File: config.mk
export PLATFORM = sky130hd
export DESIGN_NAME = uart_register_model_top
export DESIGN_NICKNAME = d
export VERILOG_FILES = /design/src/rtl/core/uart_rm_pkg.sv /design/src/rtl/core/uart_rm_core.sv /design/src/rtl/core/uart_register_model_top.sv
export SDC_FILE = /design/constraint.sdc
export NUM_CORES = 1
export LEC_CHECK = 0
export BUFFER_PORTS_ARGS = -buffer_cell sky130_fd_sc_hd__buf_2
export CAP_MARGIN = 15
export CORE_MARGIN = 2
export CORE_UTILIZATION = 62
export CTS_CLUSTER_SIZE = 20
export DETAILED_ROUTE_END_ITERATION = 8
export PLACE_DENSITY = 0.81
export SETUP_SLACK_MARGIN = 0.15
export SLEW_MARGIN = 40
export SYNTH_ARGS = -nofsm -noshare
export SYNTH_HDL_FRONTEND = slang
export SYNTH_SLANG_ARGS = --single-unit
File: constraint.sdc
create_clock -name clk -period 8.1 [get_ports clk]
set_input_delay 0.405 -clock clk [delete_from_list [all_inputs] [get_ports clk]]
set_output_delay 0.405 -clock clk [all_outputs]
set_load 0.03 [all_outputs]
File: src/rtl/core/uart_rm_pkg.sv
// ----------------------------------------------------------------------------
// uart_rm_pkg
// Shared types, register offsets and helper functions for the UART register
// model block.
// ----------------------------------------------------------------------------
package uart_rm_pkg;

  localparam int unsigned FIFO_DEPTH = 16;
  localparam int unsigned PTR_W      = $clog2(FIFO_DEPTH);
  localparam int unsigned CNT_W      = PTR_W + 1;
  localparam int unsigned REG_IDX_W  = 3;
  localparam int unsigned CFG_IDX_W  = 1;
  localparam int unsigned CFG_DATA_W = 16;
  localparam int unsigned IDLE_W     = CFG_DATA_W + 2;

  // bus operation codes
  localparam logic [1:0] OP_TICK  = 2'd0;
  localparam logic [1:0] OP_READ  = 2'd1;
  localparam logic [1:0] OP_WRITE = 2'd2;

  // register offsets inside the span
  localparam logic [REG_IDX_W-1:0] REG_RBR = 3'd0;
  localparam logic [REG_IDX_W-1:0] REG_IER = 3'd1;
  localparam logic [REG_IDX_W-1:0] REG_IIR = 3'd2;
  localparam logic [REG_IDX_W-1:0] REG_LCR = 3'd3;
  localparam logic [REG_IDX_W-1:0] REG_MCR = 3'd4;
  localparam logic [REG_IDX_W-1:0] REG_LSR = 3'd5;
  localparam logic [REG_IDX_W-1:0] REG_MSR = 3'd6;
  localparam logic [REG_IDX_W-1:0] REG_SCR = 3'd7;

  // configuration register indexes
  localparam logic [CFG_IDX_W-1:0] CFG_CHAR_CYCLES = 1'd0;
  localparam logic [CFG_IDX_W-1:0] CFG_POLL_IVAL   = 1'd1;

  localparam logic [7:0] MSR_RESET   = 8'hb0;
  localparam logic [7:0] FCR_MASK    = 8'hc9;
  localparam logic [3:0] DELTA_MASK  = 4'hb;
  localparam logic [3:0] IIR_ID_THRE = 4'h2;
  localparam logic [7:0] IIR_FIFO_ON = 8'hc0;
  localparam logic [7:0] IIR_OVERRUN = 8'h06;
  localparam logic [7:0] IIR_RX_DATA = 8'h04;
  localparam logic [7:0] IIR_TIMEOUT = 8'h0c;
  localparam logic [7:0] IIR_THRE    = 8'h02;
  localparam logic [7:0] IIR_MODEM   = 8'h00;
  localparam logic [7:0] IIR_NONE    = 8'h01;

  typedef struct packed {
    logic [1:0] operation;
    logic [3:0] reg_offset;
    logic [7:0] write_data;
    logic       host_byte_valid;
    logic [7:0] host_byte;
  } item_t;

  typedef struct packed {
    logic [7:0] read_data;
    logic       response;
    logic       tx_valid;
    logic [7:0] tx_byte;
    logic       host_byte_taken;
    logic       irq;
  } result_t;

  function automatic logic [CNT_W-1:0] rx_capacity(input logic [7:0] fcr);
    return fcr[0] ? CNT_W'(FIFO_DEPTH) : CNT_W'(1);
  endfunction

  function automatic logic [CNT_W-1:0] trig_level(input logic [7:0] fcr);
    logic [CNT_W-1:0] lvl;
    unique case (fcr[7:6])
      2'd0: lvl = CNT_W'(1);
      2'd1: lvl = CNT_W'(4);
      2'd2: lvl = CNT_W'(8);
      2'd3: lvl = CNT_W'(14);
    endcase
    return fcr[0] ? lvl : CNT_W'(1);
  endfunction

  // interrupt identification in priority order
  function automatic logic [7:0] iir_calc(
    input logic [7:0]       fcr,
    input logic [3:0]       ier,
    input logic             ovr,
    input logic [CNT_W-1:0] cnt,
    input logic             tmo,
    input logic             thre,
    input logic [3:0]       md
  );
    logic [7:0] fb;
    logic [7:0] id;
    fb = fcr[0] ? IIR_FIFO_ON : 8'h00;
    priority if (ier[2] && ovr) begin
      id = IIR_OVERRUN;
    end else if (ier[0] && cnt >= trig_level(fcr)) begin
      id = IIR_RX_DATA;
    end else if (ier[0] && cnt != '0 && fcr[0] && tmo) begin
      id = IIR_TIMEOUT;
    end else if (ier[1] && thre) begin
      id = IIR_THRE;
    end else if (ier[3] && md != 4'h0) begin
      id = IIR_MODEM;
    end else begin
      id = IIR_NONE;
    end
    return fb | id;
  endfunction

endpackage

File: src/rtl/core/uart_rm_core.sv
// ----------------------------------------------------------------------------
// uart_rm_core
// Register state of the UART model and the combinational update for one
// registered bus event; produces the result for the output register.
// ----------------------------------------------------------------------------
module uart_rm_core
  import uart_rm_pkg::*;
(
  input  logic                  clk,
  input  logic                  rst,
  input  logic                  step,
  input  item_t                 item,
  input  logic                  cfg_write,
  input  logic [CFG_IDX_W-1:0]  cfg_index,
  input  logic [CFG_DATA_W-1:0] cfg_data,
  output result_t               result
);

  logic [7:0]            rx_store [FIFO_DEPTH];
  logic [PTR_W-1:0]      rx_head, rx_head_next;
  logic [CNT_W-1:0]      rx_count, rx_count_next;
  logic [7:0]            divisor_low, divisor_low_next;
  logic [7:0]            divisor_high, divisor_high_next;
  logic [3:0]            int_enable, int_enable_next;
  logic [7:0]            line_ctrl, line_ctrl_next;
  logic [4:0]            modem_ctrl, modem_ctrl_next;
  logic [7:0]            fifo_ctrl, fifo_ctrl_next;
  logic [7:0]            scratch_reg, scratch_reg_next;
  logic [IDLE_W-1:0]     idle_timer, idle_timer_next;
  logic [CFG_DATA_W-1:0] poll_countdown, poll_countdown_next;
  logic                  thre_flag, thre_flag_next;
  logic                  tx_busy, tx_busy_next;
  logic                  overrun_flag, overrun_flag_next;
  logic [7:0]            modem_stat, modem_stat_next;
  logic [3:0]            modem_deltas, modem_deltas_next;
  logic                  irq_line, irq_line_next;
  logic [CFG_DATA_W-1:0] char_cycles;
  logic [CFG_DATA_W-1:0] poll_interval;

  logic                  wr_en;
  logic [PTR_W-1:0]      wr_addr;
  logic [7:0]            wr_data;
  logic [IDLE_W-1:0]     tmo_limit;
  logic [7:0]            iir_v;
  logic [7:0]            iir_after;
  logic [3:0]            chg;
  logic                  in_span;
  logic [REG_IDX_W-1:0]  ridx;

  assign tmo_limit = {char_cycles, 2'b00};
  assign in_span   = !item.reg_offset[3];
  assign ridx      = item.reg_offset[REG_IDX_W-1:0];

  always_comb begin
    rx_head_next        = rx_head;
    rx_count_next       = rx_count;
    divisor_low_next    = divisor_low;
    divisor_high_next   = divisor_high;
    int_enable_next     = int_enable;
    line_ctrl_next      = line_ctrl;
    modem_ctrl_next     = modem_ctrl;
    fifo_ctrl_next      = fifo_ctrl;
    scratch_reg_next    = scratch_reg;
    idle_timer_next     = idle_timer;
    poll_countdown_next = poll_countdown;
    thre_flag_next      = thre_flag;
    tx_busy_next        = tx_busy;
    overrun_flag_next   = overrun_flag;
    modem_stat_next     = modem_stat;
    modem_deltas_next   = modem_deltas;
    irq_line_next       = irq_line;
    wr_en               = 1'b0;
    wr_addr             = '0;
    wr_data             = '0;
    iir_v               = '0;
    chg                 = '0;
    result              = '0;

    if (item.operation == OP_TICK) begin
      if (poll_countdown_next != '0) poll_countdown_next = poll_countdown_next - 1'b1;
      if (tx_busy_next) begin
        tx_busy_next   = 1'b0;
        thre_flag_next = 1'b1;
      end
      if (rx_count_next != '0 && idle_timer_next < tmo_limit)
        idle_timer_next = idle_timer_next + 1'b1;
    end

    // host source poll on ticks and in-span reads
    if ((item.operation == OP_TICK || (item.operation == OP_READ && in_span)) &&
        !modem_ctrl_next[4] && poll_countdown_next == '0) begin
      if (rx_count_next < rx_capacity(fifo_ctrl_next) && item.host_byte_valid) begin
        wr_en                  = 1'b1;
        wr_addr                = rx_head_next + rx_count_next[PTR_W-1:0];
        wr_data                = item.host_byte;
        rx_count_next          = rx_count_next + 1'b1;
        idle_timer_next        = '0;
        result.host_byte_taken = 1'b1;
      end
      if (rx_count_next < rx_capacity(fifo_ctrl_next))
        poll_countdown_next = (poll_interval == CFG_DATA_W'(1)) ? '0 : poll_interval;
    end

    if ((item.operation == OP_READ || item.operation == OP_WRITE) && !in_span) begin
      result.response = 1'b1;
    end else if (item.operation == OP_READ) begin
      unique case (ridx)
        REG_RBR: begin
          if (line_ctrl_next[7]) begin
            result.read_data = divisor_low_next;
          end else if (rx_count_next != '0) begin
            // a byte pushed into an empty fifo this cycle is not stored yet
            result.read_data = (rx_count == '0) ? wr_data : rx_store[rx_head_next];
            rx_head_next     = rx_head_next + 1'b1;
            rx_count_next    = rx_count_next - 1'b1;
            idle_timer_next  = '0;
          end
        end
        REG_IER: result.read_data = line_ctrl_next[7] ? divisor_high_next
                                                      : {4'h0, int_enable_next};
        REG_IIR: begin
          iir_v = iir_calc(fifo_ctrl_next, int_enable_next, overrun_flag_next,
                           rx_count_next, idle_timer_next >= tmo_limit,
                           thre_flag_next, modem_deltas_next);
          if (iir_v[3:0] == IIR_ID_THRE) thre_flag_next = 1'b0;
          result.read_data = iir_v;
        end
        REG_LCR: result.read_data = line_ctrl_next;
        REG_MCR: result.read_data = {3'b000, modem_ctrl_next};
        REG_LSR: begin
          result.read_data = {1'b0, {2{!tx_busy_next}}, 3'b000, overrun_flag_next,
                              rx_count_next != '0};
          overrun_flag_next = 1'b0;
        end
        REG_MSR: begin
          result.read_data  = modem_stat_next | {4'h0, modem_deltas_next};
          modem_deltas_next = '0;
        end
        REG_SCR: result.read_data = scratch_reg_next;
      endcase
    end else if (item.operation == OP_WRITE) begin
      unique case (ridx)
        REG_RBR: begin
          if (line_ctrl[7]) begin
            divisor_low_next = item.write_data;
          end else begin
            thre_flag_next = 1'b0;
            tx_busy_next   = 1'b1;
            if (modem_ctrl[4]) begin
              // loopback: transmitted byte lands in the receive fifo
              if (rx_count >= rx_capacity(fifo_ctrl)) begin
                overrun_flag_next = 1'b1;
              end else begin
                wr_en         = 1'b1;
                wr_addr       = rx_head + rx_count[PTR_W-1:0];
                wr_data       = item.write_data;
                rx_count_next = rx_count + 1'b1;
              end
              idle_timer_next = '0;
            end else begin
              result.tx_valid = 1'b1;
              result.tx_byte  = item.write_data;
            end
          end
        end
        REG_IER: begin
          if (line_ctrl[7]) begin
            divisor_high_next = item.write_data;
          end else begin
            if (item.write_data[1] && !int_enable[1] && !tx_busy) thre_flag_next = 1'b1;
            int_enable_next = item.write_data[3:0];
          end
        end
        REG_IIR: begin
          if (item.write_data[1] || (item.write_data[0] ^ fifo_ctrl[0])) begin
            rx_count_next   = '0;
            rx_head_next    = '0;
            idle_timer_next = '0;
          end
          if (item.write_data[2]) begin
            tx_busy_next   = 1'b0;
            thre_flag_next = 1'b1;
          end
          fifo_ctrl_next = item.write_data & FCR_MASK;
        end
        REG_LCR: line_ctrl_next = item.write_data;
        REG_MCR: begin
          modem_ctrl_next = item.write_data[4:0];
          modem_stat_next = item.write_data[4]
                          ? {item.write_data[3], item.write_data[2], item.write_data[0],
                             item.write_data[1], 4'h0}
                          : MSR_RESET;
          chg = modem_stat[7:4] ^ modem_stat_next[7:4];
          modem_deltas_next = modem_deltas | (chg & DELTA_MASK) |
                              ((modem_stat[6] && !modem_stat_next[6]) ? 4'h4 : 4'h0);
        end
        REG_LSR, REG_MSR: ;
        REG_SCR: scratch_reg_next = item.write_data;
      endcase
    end

    iir_after = iir_calc(fifo_ctrl_next, int_enable_next, overrun_flag_next,
                         rx_count_next, idle_timer_next >= tmo_limit,
                         thre_flag_next, modem_deltas_next);
    if (item.operation == OP_TICK ||
        ((item.operation == OP_READ || item.operation == OP_WRITE) && in_span)) begin
      irq_line_next = !iir_after[0];
    end
    result.irq = irq_line_next;
  end

  always_ff @(posedge clk) begin
    if (step && wr_en) begin
      rx_store[wr_addr] <= wr_data;
    end
  end

  always_ff @(posedge clk) begin
    if (rst) begin
      rx_head        <= '0;
      rx_count       <= '0;
      divisor_low    <= '0;
      divisor_high   <= '0;
      int_enable     <= '0;
      line_ctrl      <= '0;
      modem_ctrl     <= '0;
      fifo_ctrl      <= '0;
      scratch_reg    <= '0;
      idle_timer     <= '0;
      poll_countdown <= '0;
      thre_flag      <= 1'b1;
      tx_busy        <= 1'b0;
      overrun_flag   <= 1'b0;
      modem_stat     <= MSR_RESET;
      modem_deltas   <= '0;
      irq_line       <= 1'b0;
      char_cycles    <= CFG_DATA_W'(1);
      poll_interval  <= CFG_DATA_W'(1);
    end else begin
      if (step) begin
        rx_head        <= rx_head_next;
        rx_count       <= rx_count_next;
        divisor_low    <= divisor_low_next;
        divisor_high   <= divisor_high_next;
        int_enable     <= int_enable_next;
        line_ctrl      <= line_ctrl_next;
        modem_ctrl     <= modem_ctrl_next;
        fifo_ctrl      <= fifo_ctrl_next;
        scratch_reg    <= scratch_reg_next;
        idle_timer     <= idle_timer_next;
        thre_flag      <= thre_flag_next;
        tx_busy        <= tx_busy_next;
        overrun_flag   <= overrun_flag_next;
        modem_stat     <= modem_stat_next;
        modem_deltas   <= modem_deltas_next;
        irq_line       <= irq_line_next;
      end
      // a poll interval write clears the countdown
      if (cfg_write && cfg_index == CFG_POLL_IVAL) begin
        poll_countdown <= '0;
      end else if (step) begin
        poll_countdown <= poll_countdown_next;
      end
      if (cfg_write) begin
        unique case (cfg_index)
          CFG_CHAR_CYCLES: char_cycles <= cfg_data;
          CFG_POLL_IVAL:   poll_interval <= cfg_data;
        endcase
      end
    end
  end

`ifndef SYNTH
  a_count_bound: assert property (@(posedge clk) disable iff (rst)
    rx_count <= CNT_W'(FIFO_DEPTH))
    else $error("receive count beyond fifo depth");

  a_single_entry: assert property (@(posedge clk) disable iff (rst)
    !fifo_ctrl[0] |-> rx_count <= CNT_W'(1))
    else $error("non-fifo mode holds more than one byte");

  a_thre_busy: assert property (@(posedge clk) disable iff (rst)
    !(tx_busy && thre_flag))
    else $error("thre set while transmitter busy");

  a_err_no_change: assert property (@(posedge clk) disable iff (rst)
    step && item.reg_offset[3] && item.operation != OP_TICK
    |=> $stable(rx_count) && $stable(irq_line))
    else $error("out-of-span access changed state");
`endif

endmodule

File: src/rtl/core/uart_register_model_top.sv
// ----------------------------------------------------------------------------
// uart_register_model_top
// 16550-style UART register block, one bus event per transfer.
// ----------------------------------------------------------------------------
// Usage:
//   item channel (item_valid/item_ready/item) carries a tick, a register read
//   or a register write together with an optional byte from the host source.
//   result channel (result_valid/result_ready/result) returns one result per
//   item: read data, response, transmitted byte, host byte taken and irq.
//   cfg channel (cfg_valid/cfg_ready/cfg_index/cfg_data) sets character
//   cycles (index 0) and the host poll interval (index 1); always ready.
//   The item is held in an input register; its whole update runs when the
//   result register is free or being taken and lands in the result register.
//   One item per cycle is sustained while the result side does not stall.
//   When the result side stalls, the result register holds and the input
//   register takes one more item; item_ready then drops until the result
//   moves on.
//   Reset clears both pipeline registers, restores register reset values and
//   sets both configuration registers to 1. The receive store needs no clear.
// ----------------------------------------------------------------------------
module uart_register_model_top
  import uart_rm_pkg::*;
(
  input  logic                  clk,
  input  logic                  rst,
  input  logic                  item_valid,
  output logic                  item_ready,
  input  item_t                 item,
  output logic                  result_valid,
  input  logic                  result_ready,
  output result_t               result,
  input  logic                  cfg_valid,
  output logic                  cfg_ready,
  input  logic [CFG_IDX_W-1:0]  cfg_index,
  input  logic [CFG_DATA_W-1:0] cfg_data
);

  item_t   item_q;
  logic    item_q_valid;
  logic    step;
  result_t core_result;

  assign step       = item_q_valid && (!result_valid || result_ready);
  assign item_ready = !item_q_valid || step;
  assign cfg_ready  = 1'b1;

  uart_rm_core u_core (
    .clk       (clk),
    .rst       (rst),
    .step      (step),
    .item      (item_q),
    .cfg_write (cfg_valid && cfg_ready),
    .cfg_index (cfg_index),
    .cfg_data  (cfg_data),
    .result    (core_result)
  );

  always_ff @(posedge clk) begin
    if (rst) begin
      item_q_valid <= 1'b0;
      result_valid <= 1'b0;
    end else begin
      if (item_ready) item_q_valid <= item_valid;
      if (step) begin
        result_valid <= 1'b1;
      end else if (result_ready) begin
        result_valid <= 1'b0;
      end
    end
  end

  always_ff @(posedge clk) begin
    if (item_valid && item_ready) item_q <= item;
    if (step) result <= core_result;
  end

endmodule

Yosys cells after proc, flatten, opt, wreduce, memory -nomap -nowiden
Memory sizes are Yosys's and may differ from the RTL's. A register that Yosys moved wholly into a read port is not among the register bits.
Cells that the tools add are included.
{"block": "classes", "n_bitwise": 12, "n_addsub": 6, "n_mux": 148, "n_lt_le_gt_ge": 8, "reduce_logical": 72, "n_eq_ne": 20}
{"op": "$mux W18", "n": 13}
{"op": "$mux W8", "n": 26}
{"op": "$mux W4", "n": 28}
{"op": "$mux W5", "n": 21}
{"op": "$mux W16", "n": 5}
{"op": "$pmux W8 S8", "n": 1}
{"op": "$mux W1", "n": 46}
{"op": "$pmux W5 S4", "n": 2}
{"op": "$ge A18 B18 Y1", "n": 2}
{"op": "$pmux W18 S2", "n": 1}
{"op": "$logic_and A1 B1 Y1", "n": 28}
{"op": "$reduce_and A5 Y1", "n": 4}
{"op": "$add A18 B1 Y18 const B", "n": 1}
{"op": "$lt A18 B18 Y1", "n": 1}
{"op": "$eq A16 B1 Y1 const B", "n": 1}
{"op": "$logic_not A16 Y1", "n": 1}
{"op": "$reduce_bool A16 Y1", "n": 1}
{"op": "$sub A16 B1 Y16 const B", "n": 1}
{"op": "$ge A5 B5 Y1", "n": 3}
{"op": "$reduce_bool A5 Y1", "n": 3}
{"op": "$eq A3 B3 Y1 const B", "n": 4}
{"op": "$reduce_and A6 Y1", "n": 2}
{"op": "$eq A2 B2 Y1 const B", "n": 5}
{"op": "$lt A5 B5 Y1", "n": 2}
{"op": "33 further kinds", "n": 64}
{"block": "totals", "mem_count": 1, "in_bits": 45, "output_inout_bits": 23, "ff_bits": 181, "ramBits": 128, "elab_cells": 300}
{"name": "u_core.rx_store", "depth": 16, "width": 8, "rd": 1, "rd_ports_with_merged_regs": 1, "wr": 1, "line": "uart_rm_core.sv:19", "source": "logic [7:0] rx_store [FIFO_DEPTH];"}

Logic depth before layout (Yosys ltp)
Gate-level depths: netlist (run 1).
{"block": "logic_depth", "depth_word": 31, "mapped_depth": 32}

Cells and area by module
A second synthesis (run 1) with hierarchy kept.
{"block": "unflattened", "cells_unflattened": 1558, "area_unflattened_um2": 16170.5}
{"mod": "uart_rm_core", "seq_area_each_um2": 6546.3, "area_each_um2": 14764.2, "cells_per_inst": 1503, "n_inst": 1}
{"mod": "uart_register_model_top", "seq_area_each_um2": 1331.3, "area_each_um2": 1406.3, "cells_per_inst": 55, "n_inst": 1}

Least setup slack after synthesis (run 1)
No wires, ideal clock.
{"block": "synth_timing", "path_kind": "register to register", "startpoint": "reg u_core.poll_countdown[0]", "endpoint": "reg result[0] (netlist bit) (data pin)", "period_less_slack_ps": 6411, "n_path_buf": 6, "required_time_ps": 7829, "slack_ps": 1689, "setup_ps": 271, "path_stages_with_launch": 31, "t_arrival_ps": 6140, "path_cell_list": "dfxtp_1 > inv_1 > ha_1 > clkbuf_2 > or3b_2 > o41ai_1 > mux2i_1 > nand3_1 > nor4_2 > buf_2 > buf_2 > buf_2 > xnor2_1 > ha_1 > nand2_1 > mux2i_1 > a21boi_2 > buf_6 > clkbuf_1 > nor4_1 > ha_1 > nor2b_1 > o21a_1 > o21a_1 > o21ai_0 > nand2b_1 > a21oi_1 > o221a_2 > a211oi_2 > o41ai_2 > a21oi_1"}
{"item": "from (decl)", "line": "uart_rm_core.sv:30", "source": "logic [CFG_DATA_W-1:0] poll_countdown, poll_countdown_next;"}
{"item": "from (signal assigned)", "line": "uart_rm_core.sv:262", "source": "poll_countdown <= poll_countdown_next;"}
{"item": "to (signal assigned)", "line": "uart_register_model_top.sv:74", "source": "if (step) result <= core_result;"}
{"item": "to (decl)", "line": "uart_register_model_top.sv:31", "source": "output result_t result,"}

==> key figures, run 1 <==
Outcome
  • Status: finished clean

Cells and area
  • Antenna Diode Count: 0
  • Share of layout cells above drive strength 1: between 10% and 20%
  • Layout Area Growth over Synthesis: 9.83%
  • Biggest regs: u_core.rx_store x128, item_q x23, result x20
  • Reg with most FFs: u_core.rx_store
  • Layout net count: 1,681
  • Fin util: 69.3%
  • Number of flip-flops in the largest register: 128

Critical path
  • CP Class: reg2reg
  • CP max stage cell: nor4bb_1
  • CP Capture Point: result[0]
  • CP required: 8.34 ns
  • R2R cell count: 26
  • Crit. End Element: flip-flop
  • Worst path max stage delay: 0.79 ns
  • Crit path max fanout: 23
  • Reg2reg start: item_q[22]
  • Critical Path Start: item_q[22]
  • Reg2reg end: result[0]
  • Critical path arrival: 7.59 ns
  • Flop2flop setup slack: 0.75 ns
  • Startpoint types: flip-flop

Place
  • Post-DP HPWL: around 28,000 microns
  • GP Congestion: about 0.95
  • Port bufs: 66

Route
  • Drt pass-1 iters: 7
  • Average vias per placed instance: 6.45
  • Iter 0 DRT Violations: about 1,400
  • DRC: 0
  • Drt total wl: 41,200 microns
  • DR WL/cell: 21.5 microns
  • Vias: 12,378
  • Antenna Nets Post-Route: 0

Clock tree
  • CTS Root Cell: clkbuf_16
  • Cts bufs inserted: 34
  • Clk slew on worst S/H paths: 0.06 ns
  • Post-CTS Resized: 0
  • H-Tree Level Count: 2
  • Clock sink count: 308
  • CTS tree: built
  • Max Root-Sink Buffers: 3
  • Post-CTS Setup Inserts: 0
  • Skew-Pair Late Insertion Delay: 0.52 ns
  • # hold bufs at CTS: 0

Timing
  • Slew HR: 42.4%
  • Fin crit share: 90.8%
  • Final setup fails: 0
  • Min cycle time layout: 7.35 ns
  • Final Hold Viols: 0
  • Max-slew violations: 0
  • Fmax: 136 MHz
  • Unrepaired setup endpoints after global routing: no
  • Tightest Pin Transition: around 0.86 ns
  • Setup TNS: 0 ns
  • Skew final: 0.0207 ns

GRT
  • Vias in the first global route: 11,981
  • Pin count of the biggest net entering global routing: 59
  • GRT Residual Overflow: 0
  • Global Route Usage Sum: 31.0%
  • First-pass GRT wire length: approximately 65,000 microns
  • Initial antenna violation count: 0

Pwr
  • PD cells: between 150 and 200 nW/um^2
  • Maximum VDD drop: 0.240 mV
  • Leakage: slightly above 0.006 uW

Synthesis
  • Post-synthesis cell count: 1,544
  • Syn avg cell area: between 10 and 15 sq um
  • Yosys warns: 0
  • Synth unique cells: 85
  • Share of the yosys chip area belonging to registers: 49.6%
  • Yosys reg bits: about 310
  • Syn Nets: 1,660
  • Post-synthesis async set-or-reset flop share: 0%
  • Post-synthesis cell area: about 16,000 sq um
  • Synth Flop Type: edfxtp_1
  • Number of flops mapped to enable cells by yosys: 171

Die
  • Die Y-Extent: 164 microns
  • Top Ports: 68
  • Full die area: ~27,000 sq um
  • Cell Rows: 58
  • Die width: ~160 microns
  • Initial Utilization: 63.1%
  • Core area: 25,200 sq um

Job
  • Max Cap Viol: 0

Worst hold path
  • Hold Crit Class: in2reg
  • Hold Path Depth: 1
## worst min-delay path by stage
| stage | from | end | slack (ns) |
|---|---|---|---|
| finish | item[12] | item_q[12] | 0.06 |
| global route | item[10] | item_q[10] | 0.05 |
| CTS | item[12] | item_q[12] | 0.05 |
| detailed placement | u_core.char_cycles[3] | u_core.char_cycles[3] | 0.45 |
| global placement | u_core.char_cycles[1] | u_core.char_cycles[1] | 0.45 |
| floorplan | u_core.char_cycles[10] | u_core.char_cycles[10] | 0.44 |
## worst max-delay path: cells and delay by family, from the launching register on
kind	cells	cell delay, ns
buf+inv	3	0.40
simple gates	9	2.57
fa+ha+maj	3	1.08
mux	2	0.82
compound gates	9	1.81
flops	1	0.40
## layout make-up
class / count / area, sq um
Clock buffer: 42 / 891
Timing Repair Buffer: 79 / 430
Sequential cell: 308 / 7880
Clock inverter: 17 / 116
Inverter: 45 / 169
Multi-Input combinational cell: 1097 / 7550
Fill cell: 1835 / 7730
Tap cell: 330 / 413
## stage by stage
| stage | area, sq um | total power, uW | std cells | setup slack (ns) | hold slack [ns] |
|---|---|---|---|---|---|
| floorplan | 15900 | 1950 | 1544 | 1.69 | 0.436 |
| global placement | 16400 | 2040 | 1859 | 1.17 | 0.445 |
| detailed placement | 16400 | 2050 | 1859 | 0.963 | 0.448 |
| CTS | 17400 | 3450 | 1918 | 0.928 | 0.0488 |
| global route | 17500 | 3540 | 1918 | 0.275 | 0.0545 |
| finish | 17500 | 3440 | 1918 | 0.747 | 0.0599 |
## synth_stat cells (all sizes together), types with 4 or more instances
library cell	count	area, sq um
o21a	6	45.0
a21o	22	165
a311oi	4	41.3
xnor2	16	140
nor4	31	225
a22o	11	96.3
mux2i	56	561
nor3	22	110
dfxtp	137	2740
a31oi	9	56.3
and2	17	106
buf	24	109
o31ai	9	67.6
and3	12	80.1
nand4b	4	50.1
mux4	43	968
o21ai	45	225
nor2	167	627
or3	7	48.8
nand4	20	125
or2	4	25.0
o211ai	9	67.6
clkbuf	70	264
a211oi	18	140
edfxtp	171	5130
nand3	28	140
a21oi	125	629
nand2	215	807
xor2	18	158
a32oi	5	43.8
o41ai	5	51.3
nand2b	15	93.8
a22oi	10	75.1
or4	12	93.8
ha	70	876
nor2b	12	75.1
inv	44	165
## cells by family (layout without fill, tap and decap cells)
kind of cell / Yosys count / count (layout) / share of synthesized area (%)
flops: 308 / 308 / 49.6
other cells: 1 / 1 / 0.0236
buf+inv: 139 / 183 / 3.41
mux: 101 / 101 / 9.76
compound gates: 307 / 307 / 12.4
simple gates: 583 / 583 / 17.4
xor+xnor: 34 / 34 / 1.87
fa+ha+maj: 71 / 71 / 5.64
## metal layers
metal | vias up | track usage [%] | routed length (microns)
met2 | 579 | 50.7 | 19800
met5 | - | 0 | 0
met4 | 0 | 11.7 | 1500
li1 | 5712 | - | -
met1 | 5968 | 42.1 | 16800
met3 | 119 | 4.62 | 3040
## where the power goes
group | total, uW | internal, uW | switching, uW | leakage (uW)
clock network | 1420 | 790 | 626 | 0.000490
registers | 1710 | 1680 | 30.9 | 0.00256
logic | 316 | 102 | 214 | 0.00306
total | 3440 | 2570 | 871 | 0.00611
## cell usage in the layout (no fill, tap or decap), types with 44 or more instances in the layout
| master | synthesis | routed |
|---|---|---|
| a21oi_1 | 124 | 124 |
| mux2i_1 | 56 | 56 |
| nor2_1 | 167 | 152 |
| dfxtp_1 | 137 | 135 |
| edfxtp_1 | 171 | 171 |
| buf_2 | 6 | 65 |
| inv_1 | 44 | 44 |
| ha_1 | 70 | 70 |
| nand2_1 | 215 | 215 |
No activity file was read; power rests on OpenSTA's default activity.
==> run 2, diff against run 1 <==
--- a/config.mk
+++ b/config.mk
@@ -8,9 +8,11 @@
 export BUFFER_PORTS_ARGS = -buffer_cell sky130_fd_sc_hd__buf_2
 export CAP_MARGIN = 15
+export CELL_PAD_IN_SITES_DETAIL_PLACEMENT = 1
+export CELL_PAD_IN_SITES_GLOBAL_PLACEMENT = 1
 export CORE_MARGIN = 2
-export CORE_UTILIZATION = 62
+export CORE_UTILIZATION = 50
 export CTS_CLUSTER_SIZE = 20
 export DETAILED_ROUTE_END_ITERATION = 8
-export PLACE_DENSITY = 0.81
+export PLACE_DENSITY = 0.82
 export SETUP_SLACK_MARGIN = 0.15
 export SLEW_MARGIN = 40
==> constraint.sdc (replaced) <==
create_clock -name clk -period 8.1 [get_ports clk]
set_input_delay 0.405 -clock clk [delete_from_list [all_inputs] [get_ports clk]]
set_output_delay 0.405 -clock clk [all_outputs]
set_load 0.1 [all_outputs]
==> run 2 against run 1 <==
Final cell count rose by 4.1%. Register-to-register slack barely moved. Routed wire length rose by 17%. Count of clock-buffer cells in the layout rose by 3. Fmax barely moved. Clock skew rose by 0.0023 ns. Sequential cell count did not move. Via count rose by 0.55%. Worst setup slack got worse by 0.0037 ns. Largest cell class unchanged.
==> key figures, run 2 (synthesized netlist as in run 1, its figures left out) <==
Outcome
  • Status: finished clean

Cells and area
  • Share of layout cells above drive strength 1: 14.3% (+0.57 points)
  • Fill count: 3,390 (+85%)
  • Most common cell after layout, fill and taps aside: nand2_1
  • Layout net count: 1,684 (+0.18%)
  • Layout Area Growth over Synthesis: 12.3%
  • Biggest regs: u_core.rx_store x128, item_q x23, result x20
  • Antenna Diode Count: 0 (unchanged)
  • Reg with most FFs: u_core.rx_store
  • Fin util: 56.8% (-12 points)
  • Commonest non-fill, non-tap cells in the layout: nand2_1, edfxtp_1, nor2_1
  • Number of flip-flops in the largest register: 128 (unchanged)

Critical path
  • Crit path max fanout: 23 (unchanged)
  • Reg2reg start: u_core.poll_countdown[0]
  • WP buf/inv: 2 (-1)
  • Worst path max stage delay: 0.56 ns (-0.23 ns)
  • Critical path arrival: 7.61 ns (+0.02 ns)
  • Startpoint types: flip-flop
  • Critical Path Start: u_core.poll_countdown[0]
  • Crit. End Element: flip-flop
  • CP required: 8.35 ns (about the same)
  • CP max stage cell: or3b_2
  • CP top delay family: simple AND/OR/NAND/NOR gates
  • CP Class: reg2reg

Clock tree
  • Cts bufs inserted: 35 (+2.9%)
  • Max Root-Sink Buffers: 3 (unchanged)
  • CTS tree: built
  • Skew-Pair Late Insertion Delay: 0.54 ns (+0.02 ns)
  • H-Tree Level Count: 2 (unchanged)
  • CTS Root Cell: clkbuf_16
  • # hold bufs at CTS: 0 (unchanged)
  • Clock sink count: 308 (unchanged)
  • Clk slew on worst S/H paths: 0.06 ns (about the same)

Pwr
  • Clock share of power: 45.5% (+4.3 points)
  • PD cells: 213 nW/um^2 (+7.9%)
  • Cell-internal power: 2840 uW (+11%)
  • Flop pwr share: 44.9% (-4.7 points)
  • Switching Share: 25.0% (-0.33 points)
  • P_sw: 949 uW (+8.8%)
  • Leakage: 0.00625 uW (+2.3%)
  • Maximum VDD drop: 0.208 mV (-14%)
  • Logic gate share of total power: 9.6% (+0.4 points)

Route
  • DRC: 0 (unchanged)
  • Iter 0 DRT Violations: 1,049 (-24%)
  • DR WL/cell: 24.2 microns (+13%)
  • Average vias per placed instance: 6.23 (-3.4%)
  • Drt total wl: 48,400 microns (+17%)
  • Drt pass-1 iters: 5 (-2)
  • Vias: 12,446 (+0.55%)
  • Antenna Nets Post-Route: 0 (unchanged)

Worst hold path
  • Hold Crit Class: in2reg
  • Hold path startpoint: item[12]

Job
  • Max Cap Viol: 0 (unchanged)

Place
  • Place WS: 0.725 ns (-0.237 ns)
  • GP Congestion: 0.897 (-5.4%)
  • Post-DP HPWL: 32,900 microns (+17%)
  • Port bufs: 66 (unchanged)

GRT
  • Vias in the first global route: 13,116 (+9.5%)
  • First-pass GRT wire length: 75,800 microns (+16%)
  • GRT Residual Overflow: 0 (unchanged)
  • Global Route Usage Sum: 29.4% (-1.6 points)
  • Initial antenna violation count: 0 (unchanged)
  • Pin count of the biggest net entering global routing: 98 (+66%)

Timing
  • Slew HR: 42.6% (+0.26 points)
  • Fin crit share: 90.8% (about the same)
  • Setup TNS: 0 ns (unchanged)
  • Unrepaired setup endpoints after global routing: no
  • Final setup fails: 0 (unchanged)
  • Min cycle time layout: 7.36 ns (+0.00370 ns)
  • Final WS setup: 0.743 ns (-0.00370 ns)
  • Max-slew violations: 0 (unchanged)
  • Skew final: 0.0230 ns (+0.00229 ns)
  • Final Hold Viols: 0 (unchanged)
  • Tightest Pin Transition: 0.860 ns (-0.000649 ns)
  • Fmax: 136 MHz (about the same)

Die
  • Initial Utilization: 50.6% (-12 points)
  • Cell Rows: 65 (+12%)
  • Die Y-Extent: 182 microns (+11%)
  • Core area: 31,400 sq um (+25%)
  • Full die area: 33,200 sq um (+23%)
  • Die width: 182 microns (+11%)
  • Top Ports: 68 (unchanged)
==> run 2: cell types whose count changed in the layout (fill, tap and decap cells not counted), moves of 2 or more <==
cell,previous run,this run
nor2_2,15,19
clkbuf_8,1,4
clkinvlp_4,3,0
clkinv_1,2,6
clkinv_4,2,0
inv_6,2,0
clkinv_2,7,3
bufinv_16,0,7
nor2_1,152,148
==> run 2: metal layers <==
layer / vias up / wire length [microns] / GRT usage, %
met2: 390 / 23500 / 49.8
li1: 5713 / - / -
met4: 0 / 1660 / 11.7
met3: 107 / 2650 / 4.37
met1: 6236 / 20500 / 38.2
met5: - / 0 / 0
==> run 2: timing repair <==
action	in CTS	in global routing
setup buffers	0	0
resized for setup	0	2
setup endpoints to repair	0	2
==> run 2: cell type report <==
class | instances | area (sq um) | share of cell area, %
Sequential cell | 308 | 7880 | 44.2
Multi-Input combinational cell | 1097 | 7590 | 42.5
Clock buffer | 45 | 953 | 5.34
Tap cell | 402 | 503 | 2.82
Timing Repair Buffer | 81 | 449 | 2.52
Clock inverter | 19 | 300 | 1.68
Inverter | 45 | 169 | 0.947
==> run 2: worst reg2reg max path, cell delays in order (launching register included) <==
cell      delay, ns
dfxtp_1        0.34
inv_1          0.11
ha_1           0.34
or3b_2         0.56
o41ai_1        0.47
mux2i_1        0.25
nand3_1        0.30
nor4_4         0.47
mux2i_1        0.39
ha_1           0.32
nand2_1        0.08
mux2i_1        0.51
a21boi_4       0.31
or3_1          0.43
a22oi_1        0.32
inv_1          0.09
ha_1           0.29
nand2b_1       0.14
a21o_1         0.17
a21o_1         0.18
a21oi_1        0.16
nor2_1         0.07
nor4_1         0.23
o21ai_0        0.15
a21oi_1        0.26
a21oi_1        0.14
==> run 2: through the flow <==
| step | std cells | cell area [sq um] | total power, uW | hold WS (ns) |
|---|---|---|---|---|
| floorplan | 1544 | 15900 | 1970 | 0.436 |
| global placement | 1933 | 16500 | 2070 | 0.446 |
| detailed placement | 1933 | 16600 | 2090 | 0.450 |
| CTS | 1997 | 17800 | 3800 | 0.0226 |
| global route | 1997 | 17800 | 3900 | 0.0288 |
| finish | 1997 | 17800 | 3790 | 0.0349 |
==> run 2: path summary, 6_finish.rpt <==
check                           slack [ns]                     to  cells after the start
worst min-delay path                  0.03             item_q[12]                      1
worst min register to register        0.45  u_core.char_cycles[4]                      2
worst max register to register        0.74              result[0]                     25
worst max-delay path                  0.74              result[0]                     25
==> run 2: power by group through the flow <==
stage	clock (uW)	sequential (uW)	combinational (uW)
2_1_floorplan	0	1760	217
3_3_place_gp	0	1730	336
3_5_place_dp	0	1740	352
4_1_cts	1740	1700	357
5_1_grt	1800	1710	394
6_report	1720	1700	363
==> run 3, diff against run 2 <==
Settings changed: CTS_CLUSTER_DIAMETER set to 50, SYNTH_HIERARCHICAL set to 1.
==> run 3 against run 2 <==
Combinational power rose by 18%. Highest routed layer unchanged. Sequential cell count did not move. Register-to-register slack improved by 0.10 ns. Synthesized cell count rose by 0.91%. Via count rose by 3.7%. Clock power fell by 11%. Area after synthesis rose by 1.8%. Routed wire length rose by 0.65%. Global-route usage fell by 0.43 points. Clock skew rose by 0.020 ns. Count of clock-buffer cells in the layout fell by 4. Die area rose by 1.7%.
==> key figures, run 3 <==
Pwr
  • Maximum VDD drop: 0.301 mV (+45%)
  • P_sw: 1020 uW (+7.4%)
  • Cell-internal power: 2640 uW (-7.2%)
  • Clock share of power: 41.7% (-3.8 points)
  • PD cells: 204 nW/um^2 (-4.0%)
  • Total power: 3660 uW (-3.5%)
  • Logic gate share of total power: 11.7% (+2.1 points)
  • Flop pwr share: 46.6% (+1.7 points)
  • Switching Share: 27.8% (+2.8 points)
  • Leakage: 0.00659 uW (+5.4%)

Critical path
  • CP required: 8.36 ns (about the same)
  • Crit path max fanout: 14 (-39%)
  • Critical Path Start: item_q[21]
  • CP max stage cell: or3_1
  • Startpoint types: flip-flop
  • CP Class: reg2reg
  • Worst path max stage delay: 0.56 ns (about the same)
  • Crit. End Element: flip-flop
  • Reg2reg start: item_q[21]
  • Critical path arrival: 7.52 ns (-0.09 ns)
  • Most used cell, CP: a21oi_1

Cells and area
  • Share of layout cells above drive strength 1: 15.1% (+0.79 points)
  • Fin area: 17,900 sq um (+0.53%)
  • Layout Area Growth over Synthesis: 10.9%
  • Commonest non-fill, non-tap cells in the layout: nor2_1, edfxtp_1, nand2_1
  • Biggest regs: u_core/rx_store x128, item_q x23, result x20
  • Final Instance Count excl. Fillers: 2,020 (+1.2%)
  • Reg with most FFs: u_core/rx_store
  • Layout net count: 1,709 (+1.5%)
  • Most common cell after layout, fill and taps aside: nor2_1
  • Antenna Diode Count: 0 (unchanged)
  • Number of flip-flops in the largest register: 128 (unchanged)
  • Fill count: 3,413 (+0.68%)

Clock tree
  • Max Root-Sink Buffers: 3 (unchanged)
  • Skew-Pair Late Insertion Delay: 0.55 ns (about the same)
  • H-Tree Level Count: 2 (unchanged)
  • CTS tree: built
  • Clock sink count: 308 (unchanged)
  • Post-CTS Setup Inserts: 0 (unchanged)
  • Clk slew on worst S/H paths: 0.08 ns (+0.02 ns)
  • CTS Root Cell: clkbuf_16
  • Cts bufs inserted: 34 (-2.9%)

GRT
  • Global Route Usage Sum: 29.0% (-0.43 points)
  • Initial antenna violation count: 0 (unchanged)
  • GRT Residual Overflow: 0 (unchanged)
  • Vias in the first global route: 13,366 (+1.9%)
  • First-pass GRT wire length: 75,800 microns (unchanged)
  • Pin count of the biggest net entering global routing: 73 (-26%)

Synthesis
  • Post-synthesis cell count: 1,558 (+0.91%)
  • Largest cells by area after synthesis: edfxtp_1, dfxtp_1, mux4_2
  • Post-synthesis cell area: 16,200 sq um (+1.8%)
  • Yosys reg bits: 308 (unchanged)
  • Library cell with the largest summed area after synthesis: edfxtp_1
  • Post-synthesis async set-or-reset flop share: 0% (unchanged)
  • Syn avg cell area: 10.4 sq um (+0.84%)
  • Most numerous cell in the Yosys netlist: nor2_1
  • Top cells by count, synth: nor2_1, edfxtp_1, nand2_1, dfxtp_1, a21oi_1
  • Synth Flop Type: edfxtp_1
  • Number of flops mapped to enable cells by yosys: 171 (unchanged)
  • Synth unique cells: 98 (+15%)
  • Post-synth top area share: 31.8% (-0.56 points)
  • Yosys warns: 6 (+6)
  • Share of the yosys chip area belonging to registers: 48.7% (-0.86 points)
  • Syn Nets: 1,674 (+0.84%)

Route
  • Drt pass-1 iters: 5 (unchanged)
  • Vias: 12,911 (+3.7%)
  • Drt total wl: 48,700 microns (+0.65%)
  • Antenna Nets Post-Route: 0 (unchanged)
  • DRC: 0 (unchanged)
  • Average vias per placed instance: 6.39 (+2.6%)
  • DR WL/cell: 24.1 microns (-0.50%)
  • Iter 0 DRT Violations: 1,234 (+18%)

Place
  • Post-Place Cell Area: 16,800 sq um (+1.6%)
  • GP Congestion: 0.908 (+1.3%)
  • Post-DP HPWL: 34,200 microns (+4.2%)
  • Cells after DPL: 1,959 (+1.3%)
  • Port bufs: 66 (unchanged)

Timing
  • Final setup fails: 0 (unchanged)
  • Hold_ws: 0.0244 ns (-0.0105 ns)
  • Min cycle time layout: 7.25 ns (-0.103 ns)
  • Slew HR: 42.6% (-0.057 points)
  • Tightest Pin Transition: 0.858 ns (-0.00231 ns)
  • Fmax: 138 MHz (+1.4%)
  • Max-slew violations: 0 (unchanged)
  • Setup TNS: 0 ns (unchanged)
  • Fin crit share: 89.6% (-1.3 points)
  • Skew final: 0.0431 ns (+0.0201 ns)
  • Unrepaired setup endpoints after global routing: no
  • Final Hold Viols: 0 (unchanged)

Job
  • Max Cap Viol: 0 (unchanged)

Worst hold path
  • Hold path startpoint: item[1]
  • Hold Crit Class: in2reg

Die
  • Full die area: 33,800 sq um (+1.7%)
  • Core area: 31,700 sq um (+1.0%)
  • Top Ports: 68 (unchanged)
  • Initial Utilization: 51.0% (+0.36 points)
  • Die Y-Extent: 184 microns (+0.86%)
  • Die width: 184 microns (+0.86%)
  • Cell Rows: 65 (unchanged)

Outcome
  • Status: finished clean
==> run 3: cell count changes after synthesis, sizes merged, moves of 16 or more <==
cell	previous run	this run
a21oi	125	108
nand2	215	165
nand3	28	45
nor2	167	183
nor3	22	45
o21ai	45	61
==> run 3: worst paths after layout <==
| path | endpoint | depth (start not counted) | slack [ns] |
|---|---|---|---|
| setup / recovery | result[0] | 32 | 0.85 |
| hold / removal | item_q[1] | 1 | 0.02 |
| setup reg to reg | result[0] | 32 | 0.85 |
| hold reg to reg | u_core/char_cycles[7] | 2 | 0.46 |
==> run 3: critical path, delay by kind of cell (launching register included) <==
kind            cells  cell delay [ns]
simple gates       11             2.62
compound gates     12             1.98
fa+ha+maj           3             0.90
mux                 2             0.52
flops               1             0.41
buf+inv             4             0.51
==> run 3: cells by family after synthesis <==
logic type               count (synthesis)  share of synthesized area [%]
AND/OR/NAND/NOR                        583                           17.6
AO/OA/AOI/OAI                          315                           12.8
flip-flops                             308                           48.7
buffers and inverters                  138                           3.49
multiplexers                           112                           10.2
adder cells (fa/ha/maj)                 71                           5.54
XOR/XNOR                                30                           1.67
other                                    1                         0.0232
==> run 3: metal layers <==
metal | track usage [%] | routed length [microns] | vias to the layer above
li1 | - | - | 5814
met1 | 37.4 | 20400 | 6488
met2 | 50.3 | 23900 | 486
met3 | 4.02 | 2810 | 123
met4 | 9.73 | 1520 | 0
met5 | 0 | 0 | -
==> run 3: power groups by stage <==
stage / combinational [uW] / sequential (uW) / clock [uW]
global route: 459 / 1710 / 1610
global placement: 400 / 1740 / 0
finish: 427 / 1710 / 1530
detailed placement: 417 / 1740 / 0
floorplan: 268 / 1760 / 0
CTS: 421 / 1700 / 1550
==> run 3: final cells by class <==
class,count,area [sq um],area share [%]
repair buffers,91,524,2.92
flip-flops and latches,308,7880,43.9
multi-input cells,1112,7770,43.3
inverters,46,173,0.962
clock buffers,41,877,4.89
clock inverters,20,214,1.19
well taps,402,503,2.80
==> run 3: repair_timing <==
action | 4_1_cts | 5_1_grt
endpoints found under the setup margin | 0 | 2
gates resized for setup | 0 | 1
hold buffers | 0 | 0
==> run 3: metrics by stage <==
stage	util [%]	setup WS, ns
floorplan	-	1.93
global placement	53.0	1.17
detailed placement	53.0	0.867
CTS	56.5	0.770
global route	56.6	0.189
finish	56.6	0.846
